**config.mk**
```make
export PLATFORM = sky130hd
export DESIGN_NAME = http_request_line_parser_top
export DESIGN_NICKNAME = d
export VERILOG_FILES = /design/src/hrlp_pkg.sv /design/src/hrlp_front.sv /design/src/hrlp_queue.sv /design/src/hrlp_back.sv /design/src/http_request_line_parser_top.sv
export SDC_FILE = /design/constraint.sdc
export NUM_CORES = 1
export LEC_CHECK = 0
export BUFFER_PORTS_ARGS = -buffer_cell sky130_fd_sc_hd__buf_2
export CORE_MARGIN = 2
export CORE_UTILIZATION = 25
export DETAILED_ROUTE_END_ITERATION = 10
export HOLD_SLACK_MARGIN = 0.15
export PLACE_DENSITY = 0.43
export SLEW_MARGIN = 25
export SYNTH_ARGS = -nofsm -noshare
export SYNTH_HDL_FRONTEND = slang
export SYNTH_SLANG_ARGS = --single-unit
```
**constraint.sdc**
```tcl
create_clock -name clk -period 3.2 [get_ports clk]
set_input_delay 0.48 -clock clk [delete_from_list [all_inputs] [get_ports clk]]
set_output_delay 0.48 -clock clk [all_outputs]
set_load 0.1 [all_outputs]
```
**src/hrlp_pkg.sv**
```systemverilog
// ----------------------------------------------------------------------------
// hrlp_pkg
// Shared types, phase codes and method name tables for the request line parser.
// ----------------------------------------------------------------------------
package hrlp_pkg;

  localparam int QUEUE_DEPTH_DEF = 4;
  localparam int NUM_METHODS     = 8;

  localparam logic [3:0] PH_METHOD = 4'd0;
  localparam logic [3:0] PH_SKIP1  = 4'd1;
  localparam logic [3:0] PH_URL    = 4'd2;
  localparam logic [3:0] PH_SKIP2  = 4'd3;
  localparam logic [3:0] PH_T1     = 4'd4;
  localparam logic [3:0] PH_T2     = 4'd5;
  localparam logic [3:0] PH_P      = 4'd6;
  localparam logic [3:0] PH_SLASH  = 4'd7;
  localparam logic [3:0] PH_MAJOR  = 4'd8;
  localparam logic [3:0] PH_DOT    = 4'd9;
  localparam logic [3:0] PH_MINOR  = 4'd10;
  localparam logic [3:0] PH_DONE   = 4'd11;
  localparam logic [3:0] PH_FAIL   = 4'd12;

  localparam logic [7:0] CH_SPACE = 8'h20;
  localparam logic [7:0] CH_H     = 8'h48;
  localparam logic [7:0] CH_T     = 8'h54;
  localparam logic [7:0] CH_P     = 8'h50;
  localparam logic [7:0] CH_SLASH = 8'h2f;
  localparam logic [7:0] CH_DOT   = 8'h2e;
  localparam logic [7:0] CH_ZERO  = 8'h30;

  // names right-justified: first character in the highest occupied byte
  localparam logic [63:0] NAME_TAB [NUM_METHODS] = '{
    64'("GET"), 64'("POST"), 64'("OPTIONS"), 64'("PUT"),
    64'("DELETE"), 64'("CONNECT"), 64'("HEAD"), 64'("TRACE")
  };
  localparam logic [3:0] NAME_LEN [NUM_METHODS] = '{
    4'd3, 4'd4, 4'd7, 4'd3, 4'd6, 4'd7, 4'd4, 4'd5
  };

  typedef struct packed {
    logic       has_url;
    logic       has_sum;
    logic [7:0] url_byte;
    logic [2:0] method;
    logic [3:0] major;
    logic [3:0] minor;
    logic       ok;
  } cmd_t;

  function automatic logic [7:0] name_char(input logic [2:0] idx, input logic [2:0] pos);
    int sh;
    logic [63:0] w;
    sh = 0;
    w  = NAME_TAB[idx] >> 0;
    if ({1'b0, pos} >= NAME_LEN[idx]) begin
      return 8'h00;
    end
    sh = (int'(NAME_LEN[idx]) - 1 - int'(pos)) * 8;
    w  = NAME_TAB[idx] >> sh;
    return w[7:0];
  endfunction

endpackage

```
**src/hrlp_front.sv**
```systemverilog
// ----------------------------------------------------------------------------
// hrlp_front
// Accepts line bytes, tracks the parse phase and issues result commands.
// ----------------------------------------------------------------------------
module hrlp_front (
  input  logic          clk,
  input  logic          rst_n,
  input  logic          push,
  output logic          full,
  input  logic [7:0]    in_line_byte,
  input  logic          in_end_of_line,
  input  logic          q_full,
  output logic          q_push,
  output hrlp_pkg::cmd_t q_data
);
  import hrlp_pkg::*;

  logic [3:0] phase_r, phase_nxt;
  logic [3:0] pos_r, pos_nxt;
  logic [7:0] cand_r, cand_nxt;
  logic [3:0] major_r, major_nxt;
  logic [3:0] minor_r, minor_nxt;
  logic       vok_r, vok_nxt;
  logic       accept;
  logic       emit_url;
  logic [7:0] keep;
  logic [3:0] dig;
  logic [2:0] meth;

  assign full   = q_full;
  assign accept = push && !q_full;

  always_comb begin
    dig = 4'd0;
    if (in_line_byte inside {[8'h30:8'h39]}) begin
      dig = 4'(in_line_byte - CH_ZERO);
    end
  end

  always_comb begin
    keep = '0;
    for (int i = 0; i < NUM_METHODS; i++) begin
      keep[i] = (pos_r < NAME_LEN[i]) && (name_char(3'(i), pos_r[2:0]) == in_line_byte);
    end
  end

  always_comb begin
    phase_nxt = phase_r;
    pos_nxt   = pos_r;
    cand_nxt  = cand_r;
    major_nxt = major_r;
    minor_nxt = minor_r;
    vok_nxt   = vok_r;
    emit_url  = 1'b0;
    case (phase_r)
      PH_METHOD: begin
        if (in_line_byte == CH_SPACE) begin
          phase_nxt = PH_SKIP1;
        end else begin
          if (pos_r < 4'd8) begin
            pos_nxt = pos_r + 4'd1;
          end
          cand_nxt = cand_r & keep;
        end
      end
      PH_SKIP1, PH_URL: begin
        if (in_line_byte == CH_SPACE) begin
          if (phase_r == PH_URL) begin
            phase_nxt = PH_SKIP2;
          end
        end else begin
          phase_nxt = PH_URL;
          emit_url  = 1'b1;
        end
      end
      PH_SKIP2: begin
        if (in_line_byte != CH_SPACE) begin
          phase_nxt = (in_line_byte == CH_H) ? PH_T1 : PH_FAIL;
        end
      end
      PH_T1:    phase_nxt = (in_line_byte == CH_T) ? PH_T2 : PH_FAIL;
      PH_T2:    phase_nxt = (in_line_byte == CH_T) ? PH_P : PH_FAIL;
      PH_P:     phase_nxt = (in_line_byte == CH_P) ? PH_SLASH : PH_FAIL;
      PH_SLASH: phase_nxt = (in_line_byte == CH_SLASH) ? PH_MAJOR : PH_FAIL;
      PH_MAJOR: begin
        major_nxt = dig;
        phase_nxt = PH_DOT;
      end
      PH_DOT: begin
        if (in_line_byte == CH_DOT) begin
          vok_nxt   = 1'b1;
          phase_nxt = PH_MINOR;
        end else begin
          phase_nxt = PH_FAIL;
        end
      end
      PH_MINOR: begin
        minor_nxt = dig;
        phase_nxt = PH_DONE;
      end
      default: ;
    endcase
  end

  // lowest matching candidate wins
  always_comb begin
    meth = 3'd0;
    for (int i = NUM_METHODS - 1; i >= 0; i--) begin
      if (cand_nxt[i] && (NAME_LEN[i] == pos_nxt)) begin
        meth = 3'(i);
      end
    end
  end

  always_comb begin
    q_data.has_url  = emit_url;
    q_data.has_sum  = in_end_of_line;
    q_data.url_byte = in_line_byte;
    q_data.method   = meth;
    q_data.major    = major_nxt;
    q_data.minor    = vok_nxt ? minor_nxt : 4'd0;
    q_data.ok       = vok_nxt;
  end

  assign q_push = accept && (emit_url || in_end_of_line);

  always_ff @(posedge clk) begin
    if (!rst_n || (accept && in_end_of_line)) begin
      phase_r <= PH_METHOD;
      pos_r   <= 4'd0;
      cand_r  <= 8'hff;
      major_r <= 4'd0;
      minor_r <= 4'd0;
      vok_r   <= 1'b0;
    end else if (accept) begin
      phase_r <= phase_nxt;
      pos_r   <= pos_nxt;
      cand_r  <= cand_nxt;
      major_r <= major_nxt;
      minor_r <= minor_nxt;
      vok_r   <= vok_nxt;
    end
  end

endmodule

```
**src/hrlp_queue.sv**
```systemverilog
// ----------------------------------------------------------------------------
// hrlp_queue
// Short command queue between the parser front and the result back end.
// ----------------------------------------------------------------------------
module hrlp_queue #(
  parameter int DEPTH = hrlp_pkg::QUEUE_DEPTH_DEF
) (
  input  logic           clk,
  input  logic           rst_n,
  input  logic           push,
  input  hrlp_pkg::cmd_t push_data,
  output logic           full,
  input  logic           pop,
  output logic           nonempty,
  output hrlp_pkg::cmd_t head
);
  import hrlp_pkg::*;

  localparam int PW = (DEPTH > 1) ? $clog2(DEPTH) : 1;
  localparam int CW = $clog2(DEPTH + 1);

  cmd_t          mem_r [DEPTH];
  logic [PW-1:0] wr_ptr_r, rd_ptr_r;
  logic [CW-1:0] count_r;

  assign full     = (count_r == CW'(DEPTH));
  assign nonempty = (count_r != '0);
  assign head     = mem_r[rd_ptr_r];

  function automatic logic [PW-1:0] inc(input logic [PW-1:0] p);
    return (p == PW'(DEPTH - 1)) ? '0 : p + PW'(1);
  endfunction

  always_ff @(posedge clk) begin
    if (!rst_n) begin
      wr_ptr_r <= '0;
      rd_ptr_r <= '0;
      count_r  <= '0;
    end else begin
      if (push) begin
        wr_ptr_r <= inc(wr_ptr_r);
      end
      if (pop) begin
        rd_ptr_r <= inc(rd_ptr_r);
      end
      if (push && !pop) begin
        count_r <= count_r + CW'(1);
      end else if (pop && !push) begin
        count_r <= count_r - CW'(1);
      end
    end
  end

  always_ff @(posedge clk) begin
    if (push) begin
      mem_r[wr_ptr_r] <= push_data;
    end
  end

  a_no_overflow: assert property (@(posedge clk) disable iff (!rst_n)
    push |-> (!full || pop))
    else $error("command pushed into full queue");
  a_no_underflow: assert property (@(posedge clk) disable iff (!rst_n)
    pop |-> nonempty)
    else $error("command popped from empty queue");
  a_count_track: assert property (@(posedge clk) disable iff (!rst_n)
    (push && !pop) |=> (count_r == $past(count_r) + CW'(1)))
    else $error("queue count lost a push");
  a_count_bound: assert property (@(posedge clk) disable iff (!rst_n)
    count_r <= CW'(DEPTH))
    else $error("queue count beyond depth");

endmodule

```
**src/hrlp_back.sv**
```systemverilog
// ----------------------------------------------------------------------------
// hrlp_back
// Expands queued commands into URL byte and line summary result transactions.
// ----------------------------------------------------------------------------
module hrlp_back (
  input  logic           clk,
  input  logic           rst_n,
  input  logic           q_nonempty,
  input  hrlp_pkg::cmd_t q_head,
  output logic           q_pop,
  output logic           empty,
  input  logic           pop,
  output logic           out_kind,
  output logic [7:0]     out_url_byte,
  output logic [2:0]     out_method_code,
  output logic [3:0]     out_major_version,
  output logic [3:0]     out_minor_version,
  output logic           out_line_ok,
  output logic           out_last_result
);
  import hrlp_pkg::*;

  cmd_t cur_r;
  logic url_pend_r, sum_pend_r;
  logic busy, taken, done;

  assign busy  = url_pend_r || sum_pend_r;
  assign empty = !busy;
  assign taken = pop && busy;
  assign done  = taken && !(url_pend_r && sum_pend_r);
  assign q_pop = q_nonempty && (!busy || done);

  always_ff @(posedge clk) begin
    if (!rst_n) begin
      url_pend_r <= 1'b0;
      sum_pend_r <= 1'b0;
    end else if (q_pop) begin
      url_pend_r <= q_head.has_url;
      sum_pend_r <= q_head.has_sum;
    end else if (taken) begin
      if (url_pend_r) begin
        url_pend_r <= 1'b0;
      end else begin
        sum_pend_r <= 1'b0;
      end
    end
  end

  always_ff @(posedge clk) begin
    if (q_pop) begin
      cur_r <= q_head;
    end
  end

  always_comb begin
    out_kind          = !url_pend_r;
    out_url_byte      = url_pend_r ? cur_r.url_byte : 8'h00;
    out_method_code   = url_pend_r ? 3'd0 : cur_r.method;
    out_major_version = url_pend_r ? 4'd0 : cur_r.major;
    out_minor_version = url_pend_r ? 4'd0 : cur_r.minor;
    out_line_ok       = url_pend_r ? 1'b0 : cur_r.ok;
    out_last_result   = !(url_pend_r && sum_pend_r);
  end

  a_url_then_sum: assert property (@(posedge clk) disable iff (!rst_n)
    (taken && url_pend_r && sum_pend_r) |=> (sum_pend_r && !url_pend_r))
    else $error("summary lost after URL byte");
  a_load_only_free: assert property (@(posedge clk) disable iff (!rst_n)
    q_pop |-> (!busy || done))
    else $error("command loaded over pending result");
  a_hold_stall: assert property (@(posedge clk) disable iff (!rst_n)
    (busy && !pop) |=> ($stable(url_pend_r) && $stable(sum_pend_r)))
    else $error("pending result changed while stalled");

endmodule

```
**src/http_request_line_parser_top.sv**
```systemverilog
// ----------------------------------------------------------------------------
// http_request_line_parser_top
// HTTP request line parser: method, URL bytes, version and status.
// ----------------------------------------------------------------------------
// One byte is accepted per clock cycle while full is low. Each byte is parsed
// in the cycle it is accepted and the results it causes (a URL byte, the line
// summary, or both) go into a command queue of QUEUE_DEPTH entries; the output
// stage drains one result transaction per cycle while pop is high, so a final
// byte that is also a URL byte gives two result transactions. Each result is
// registered in the command queue and then in the output stage.
module http_request_line_parser_top #(
  parameter int QUEUE_DEPTH = hrlp_pkg::QUEUE_DEPTH_DEF
) (
  input  logic       clk,
  input  logic       rst_n,
  input  logic       push,
  output logic       full,
  input  logic [7:0] in_line_byte,
  input  logic       in_end_of_line,
  output logic       empty,
  input  logic       pop,
  output logic       out_kind,
  output logic [7:0] out_url_byte,
  output logic [2:0] out_method_code,
  output logic [3:0] out_major_version,
  output logic [3:0] out_minor_version,
  output logic       out_line_ok,
  output logic       out_last_result
);
  import hrlp_pkg::*;

  cmd_t push_cmd, head_cmd;
  logic q_push, q_full, q_pop, q_nonempty;

  hrlp_front u_front (
    .clk           (clk),
    .rst_n         (rst_n),
    .push          (push),
    .full          (full),
    .in_line_byte  (in_line_byte),
    .in_end_of_line(in_end_of_line),
    .q_full        (q_full),
    .q_push        (q_push),
    .q_data        (push_cmd)
  );

  hrlp_queue #(
    .DEPTH(QUEUE_DEPTH)
  ) u_queue (
    .clk      (clk),
    .rst_n    (rst_n),
    .push     (q_push),
    .push_data(push_cmd),
    .full     (q_full),
    .pop      (q_pop),
    .nonempty (q_nonempty),
    .head     (head_cmd)
  );

  hrlp_back u_back (
    .clk              (clk),
    .rst_n            (rst_n),
    .q_nonempty       (q_nonempty),
    .q_head           (head_cmd),
    .q_pop            (q_pop),
    .empty            (empty),
    .pop              (pop),
    .out_kind         (out_kind),
    .out_url_byte     (out_url_byte),
    .out_method_code  (out_method_code),
    .out_major_version(out_major_version),
    .out_minor_version(out_minor_version),
    .out_line_ok      (out_line_ok),
    .out_last_result  (out_last_result)
  );

endmodule

```
# Word level (Yosys, flattened, before mapping)
# Memory sizes are Yosys's and may differ from the RTL's. A register that Yosys moved wholly into a read port is not among the register bits.
# Index checks and enable logic that the tools add are counted.
# classes
eq_ne	37
n_shift	8
order_cmp	13
addsub	11
muxes	68
reduce_logical	45
n_bitwise	1
# ops
operator	count
$mux 8	16
$shr 55x32->8 const A	2
$mux 4	17
$eq 8x8->1	8
$shr 23x32->8 const A	2
$shr 31x32->8 const A	2
$shr 47x32->8 const A	1
$pmux 4 s10	1
$mux 3	13
$shr 39x32->8 const A	1
$logic_and 1x1->1	26
$eq 8x6->1 const B	3
$eq 8x7->1 const B	3
$mux 1	17
$eq 3x4->1 const A	4
$eq 4x3->1 const B	4
$lt 4x3->1 const B	4
$eq 4x4->1 const B	3
$ge 3x3->1 const B	4
$sub 3x3->4 const A	3
$reduce_bool 10->1	1
$and 8x8->8	1
$eq 4x2->1 const B	2
$ge 8x6->1 const B	1
other kinds (27)	44
# word_totals
ram_bits	88
in_bits	13
word_cells	200
out_inout_bits	24
memories	1
ff_bits	54
# mem_list
memory	depth	word_bits	read_ports	rd_clocked_by_memory_dff	write_ports	line_no	source
u_queue.mem_r	4	22	1	1	1	hrlp_queue.sv:22	cmd_t mem_r [DEPTH];

# Longest topological paths before layout
# logic_depth
ltp_word	17
depth_mapped	12
mapped_depth_nobuf	10

# Modules after synthesis
# From an unflattened synthesis, not the netlist that was laid out.
# unflattened
hier_cells	623
hier_area_um2	7432.1
# by_module_without_submodules
mod	instances	area_each_um2	seq_area_each_um2	cells_per_inst
hrlp_queue	1	3637.2	2822.7	158
hrlp_front	1	2941.6	500.5	408
hrlp_back	1	853.3	640.6	57

# Least setup slack after synthesis
# Ideal clock, no wire load.
# synth_path
kind	register to register
startpoint	reg u_queue.count_r[0]
endpoint	reg u_queue.count_r[2]
path_stages_with_launch	12
path_slack_ps	-1107
setup_time_ps	76
required_time_ps	3124
n_path_buf	2
arrival_time_ps	4232
synth_period_minus_slack_ps	4307
cell_sequence	dfxtp_1 -> nor3b_1 -> nor2b_1 -> clkbuf_1 -> o21a_1 -> clkbuf_1 -> ha_1 -> inv_1 -> fa_1 -> xor2_1 -> or3_1 -> a21boi_0
# synth_between
elab_chain_len	7
elab_cells_between_ends	15
cone_classes	2 x add/sub; 1 x eq/ne; 2 x mux; 10 x reduce/logical
# synth_lines
element	line_no	source
from (decl)	hrlp_queue.sv:24	logic [CW-1:0] count_r;
from (signal assigned)	hrlp_queue.sv:47	count_r <= count_r + CW'(1);
from (signal assigned)	hrlp_queue.sv:49	count_r <= count_r - CW'(1);
$eq 3x3->1 *	hrlp_queue.sv:26	assign full = (count_r == CW'(DEPTH));
named net full	http_request_line_parser_top.sv:17	output logic full,
$logic_not 1->1 *	hrlp_front.sv:31	assign accept = push && !q_full;
$logic_and 1x1->1 *	hrlp_front.sv:31	
$logic_and 1x1->1 *	hrlp_front.sv:125	assign q_push = accept && (emit_url || in_end_of_line);
named net q_push	http_request_line_parser_top.sv:33	logic q_push, q_full, q_pop, q_nonempty;
$logic_not 1->1	hrlp_queue.sv:48	end else if (pop && !push) begin
$logic_and 1x1->1	hrlp_queue.sv:48	
$reduce_bool 2->1 (no line)	--	
# The timed path passes the listed nets; every way through them passes the cells marked *. The select of a mux whose other input is x is not followed.
# A chain may end at the register's enable or synchronous reset.

==> metrics.md <==
| Metric | Value |
|---|---|
| Overall routed net length | `18.4 mm` |
| Tot GR Track Use | `12.4%` |
| Vias in the first global route | `5062` |
| I/O pin total | `37` |
| Setup TNS Final | `0 ns` |
| Worst Hold Class | `in2reg` |
| Power per cell area | `806 mW/mm2` |
| CP Launch Type | `register` |
| Clk root buf | `clkbuf_16` |
| Period utilization | `96.1%` |
| Tmin final | `3.08 ns` |
| Vias | `5024` |
| CTS Buf Count | `17` |
| Crit-path max FO | `9` |
| Routability cong. | `0.829` |
| XOR/XNOR share of the synthesized area | `2.28%` |
| Post-synthesis mux area share | `9.10%` |
| Setup ws final | `0.124 ns` |
| Overflow after GRT | `0` |
| CTS HTree Levels | `4` |
| DRT antenna net count | `0` |
| Critical Path RT | `3.36 ns` |
| R2R depth | `9` |
| Port buffer count | `36` |
| Pre-CTS setup slack | `0.139 ns` |
| Most common cell after layout, fill and taps aside | `edfxtp_1` |
| TritonCTS clock tree | `built` |
| Flop pwr share | `35.0%` |
| Die ar. | `0.0306 mm2` |
| Worst setup path startpoint | `u_front.pos_r[0]` |
| Largest family of logic cells by synthesized area | `simple AND/OR/NAND/NOR gates` |
| Async S/R FF share, synth | `0%` |
| Synth warn | `0` |
| DP Wirelength | `12.9 mm` |
| Leading cell types in the layout, fill and taps excluded | `edfxtp_1 (108), nor2_1 (50), buf_4 (45), dfxtp_1 (36), buf_2 (36)` |
| Arr. time, crit path | `3.24 ns` |
| Max-slew violations | `0` |
| Worst vdd ir | `0.344 mV` |
| Pin count of the biggest net entering global routing | `32` |
| Initial DRC count | `367` |
| Hold Fails Final Rpt | `0` |
| Synth Cell Area | `0.00730 mm2` |
| Via-to-Cell Ratio | `4.67` |
| Clk pwr share | `28.3%` |
| Main synth FF type | `edfxtp_1` |
| Worst reg-to-reg setup slack | `0.12 ns` |
| Comb pwr share | `36.6%` |
| Sink Count | `144` |
| Row count | `62` |
| Synth Area in Compound Gates | `11.1%` |
| Clk slew on worst S/H paths | `0.06 ns` |
| Switch share | `39.6%` |
| NetSw | `2790 uW` |
| Initial antenna violation count | `1` |
| Layout cells sized above 1 | `22.5%` |
| CP endpoint | `u_queue.mem_r[2][10]` |
| First-pass GRT wire length | `29.1 mm` |
| Final setup vio count | `0` |
| Worst-Margin Slew | `1.01 ns` |
| Fraction of the mapped netlist area in adder cells | `3.53%` |
| Mean Syn Cell Area | `11.8 um2` |
| Post-synth EDFFs | `108` |
| Placed Cells | `1042` |
| Critical R2R Capture | `u_queue.mem_r[2][10]` |
| Wire per inst | `17.1 um` |
| Worst setup EP type | `register` |
| Final-stage net count | `710` |
| Simple-Gate Fraction of Synth Area | `16.3%` |
| CORE AREA | `0.0287 mm2` |
| Initial Utilization | `25.4%` |
| Max-slew headroom | `32.9%` |
| Die H | `175 um` |
| Final instance area | `0.00874 mm2` |
| P_int | `4260 uW` |
| Status | `finished clean` |
| Worst-Skew Late Latency | `0.42 ns` |
| Max-Cap Viols | `0` |
| Die X | `175 um` |
| FILL cells | `2912` |
| Reg-to-reg startpoint | `u_front.pos_r[0]` |
| WS Path Type | `reg2reg` |
| Unique cell type count in the Yosys netlist | `67` |
| Area post-placement | `0.00813 mm2` |
| Pre-Repair DR Iteration Count | `4` |
| Register area share after synthesis | `54.3%` |
| Clk buf depth | `2` |
| P&R area growth vs syn | `19.8%` |
| Skew final | `0.0119 ns` |
| DRC violations left | `0` |
| FMAX | `325 MHz` |
| Unrepaired setup endpoints after global routing | `true` |
| Finished Layout Cells | `1075` |
| FF+latch count, synth | `144` |
| Cell count after synthesis | `617` |
| Static leakage | `0.00304 uW` |
| Hold buffer count at CTS | `0` |
| Mapped Nets | `650` |
[repair_timing]
action / CTS / global route
gates resized for setup: 0 / 2
setup buffers: 0 / 0
setup endpoints to repair: 0 / 12
[synthesized netlist by cell type (3+ instances only)]
library cell	number	share of area, %
edfxtp_1	108	44
nor2_1	50	2.6
dfxtp_1	36	9.9
nand2_1	34	1.7
a21oi_1	31	2.1
o21ai_0	31	2.1
clkbuf_1	25	1.3
nor2b_1	25	2.1
mux4_2	22	6.8
ha_1	19	3.3
nand3_1	19	1.3
inv_1	18	0.93
and2_1	17	1.5
nand2b_1	11	0.94
a211oi_1	10	1.0
xor2_1	10	1.2
buf_2	9	0.62
mux2i_1	9	1.2
nor3_1	9	0.62
or3_1	9	0.77
xnor2_1	9	1.1
nand4_1	6	0.51
nor4_1	6	0.51
a31oi_1	5	0.43
a41oi_1	5	0.60
mux2_2	5	0.77
o31ai_1	5	0.51
and3_1	4	0.34
buf_1	4	0.21
a211o_1	3	0.36
a21boi_0	3	0.31
a21o_1	3	0.31
a32oi_1	3	0.36
nand3b_1	3	0.31
nor4b_1	3	0.36
nor4bb_1	3	0.41
o31a_1	3	0.36
or4_1	3	0.31
[stage by stage]
| stage | utilization (%) | hold WS, ns | power [uW] |
|---|---|---|---|
| 6_report | 30.5 | 0.349 | 7050 |
| 5_1_grt | 30.5 | 0.350 | 7390 |
| 4_1_cts | 30.4 | 0.335 | 7140 |
| 3_5_place_dp | 28.3 | 0.453 | 5120 |
| 3_3_place_gp | 28.3 | 0.445 | 5100 |
| 2_1_floorplan | - | 0.435 | 4520 |
[layer usage]
layer	up-vias	track usage (%)	wire length, um
met4	0	4.27	283
met5	-	0	0
li1	2444	-	-
met1	2450	16.1	8340
met2	112	20.6	8960
met3	18	2.63	805
[kinds of logic after synthesis]
| family | after synthesis |
|---|---|
| and+or+nand+nor | 217 |
| adders and majority gates | 20 |
| muxes | 37 |
| AOI/OAI and AO/OA | 122 |
| DFF | 144 |
| buffers and inverters | 58 |
| xor gates and xnor gates | 19 |
[cell type report]
type                    count  area (um2)  area share (%)
clock buffers              17         425            4.87
inverters                  18        67.6           0.773
well taps                 384         480            5.50
flip-flops and latches    144        3960            45.3
diodes                      1        2.50          0.0286
clock inverters            15         174            1.99
repair buffers             81         518            5.92
multi-input cells         415        3110            35.6
[power groups by stage]
stage	Clock (uW)	Sequential (uW)	Combinational [uW]
final	2000	2470	2580
after global routing	2130	2500	2760
after CTS	2060	2480	2610
after detailed placement	0	2510	2610
after global placement	0	2510	2590
after floorplan	0	2460	2060
[critical path, cell delays in order (launching register included)]
cell and delay [ns]:
dfxtp_1 0.35, inv_1 0.07, ha_1 0.37, buf_4 0.21, nor2b_1 0.25, buf_4 0.17, nor4b_1 0.55, a31oi_1 0.24
nand2b_1 0.22, a31oi_1 0.38
[flip-flops by register name, summed over array words and instances, names as in the netlist, named ones only]
signal,cells
u_queue.mem_r,88
u_back.cur_r,20
u_front.cand_r,8
u_front.major_r,4
u_front.minor_r,4
u_front.phase_r,4
u_front.pos_r,4
u_queue.count_r,3
u_queue.rd_ptr_r,2
u_queue.wr_ptr_r,2
u_back.sum_pend_r,1
u_back.url_pend_r,1
u_front.vok_r,1
[worst min-delay path by stage]
stage / startpoint / end / slack (ns) / depth (start not counted)
floorplan: u_front.cand_r[7] / u_front.cand_r[7] / 0.43 / 2
global placement: u_front.minor_r[1] / u_front.minor_r[1] / 0.45 / 2
detailed placement: u_front.cand_r[7] / u_front.cand_r[7] / 0.45 / 2
CTS: in_end_of_line / u_queue.mem_r[0][20] / 0.33 / 1
global route: in_end_of_line / u_queue.mem_r[3][20] / 0.35 / 1
finish: in_end_of_line / u_queue.mem_r[0][20] / 0.35 / 1
No activity file was read; power rests on OpenSTA's default activity.
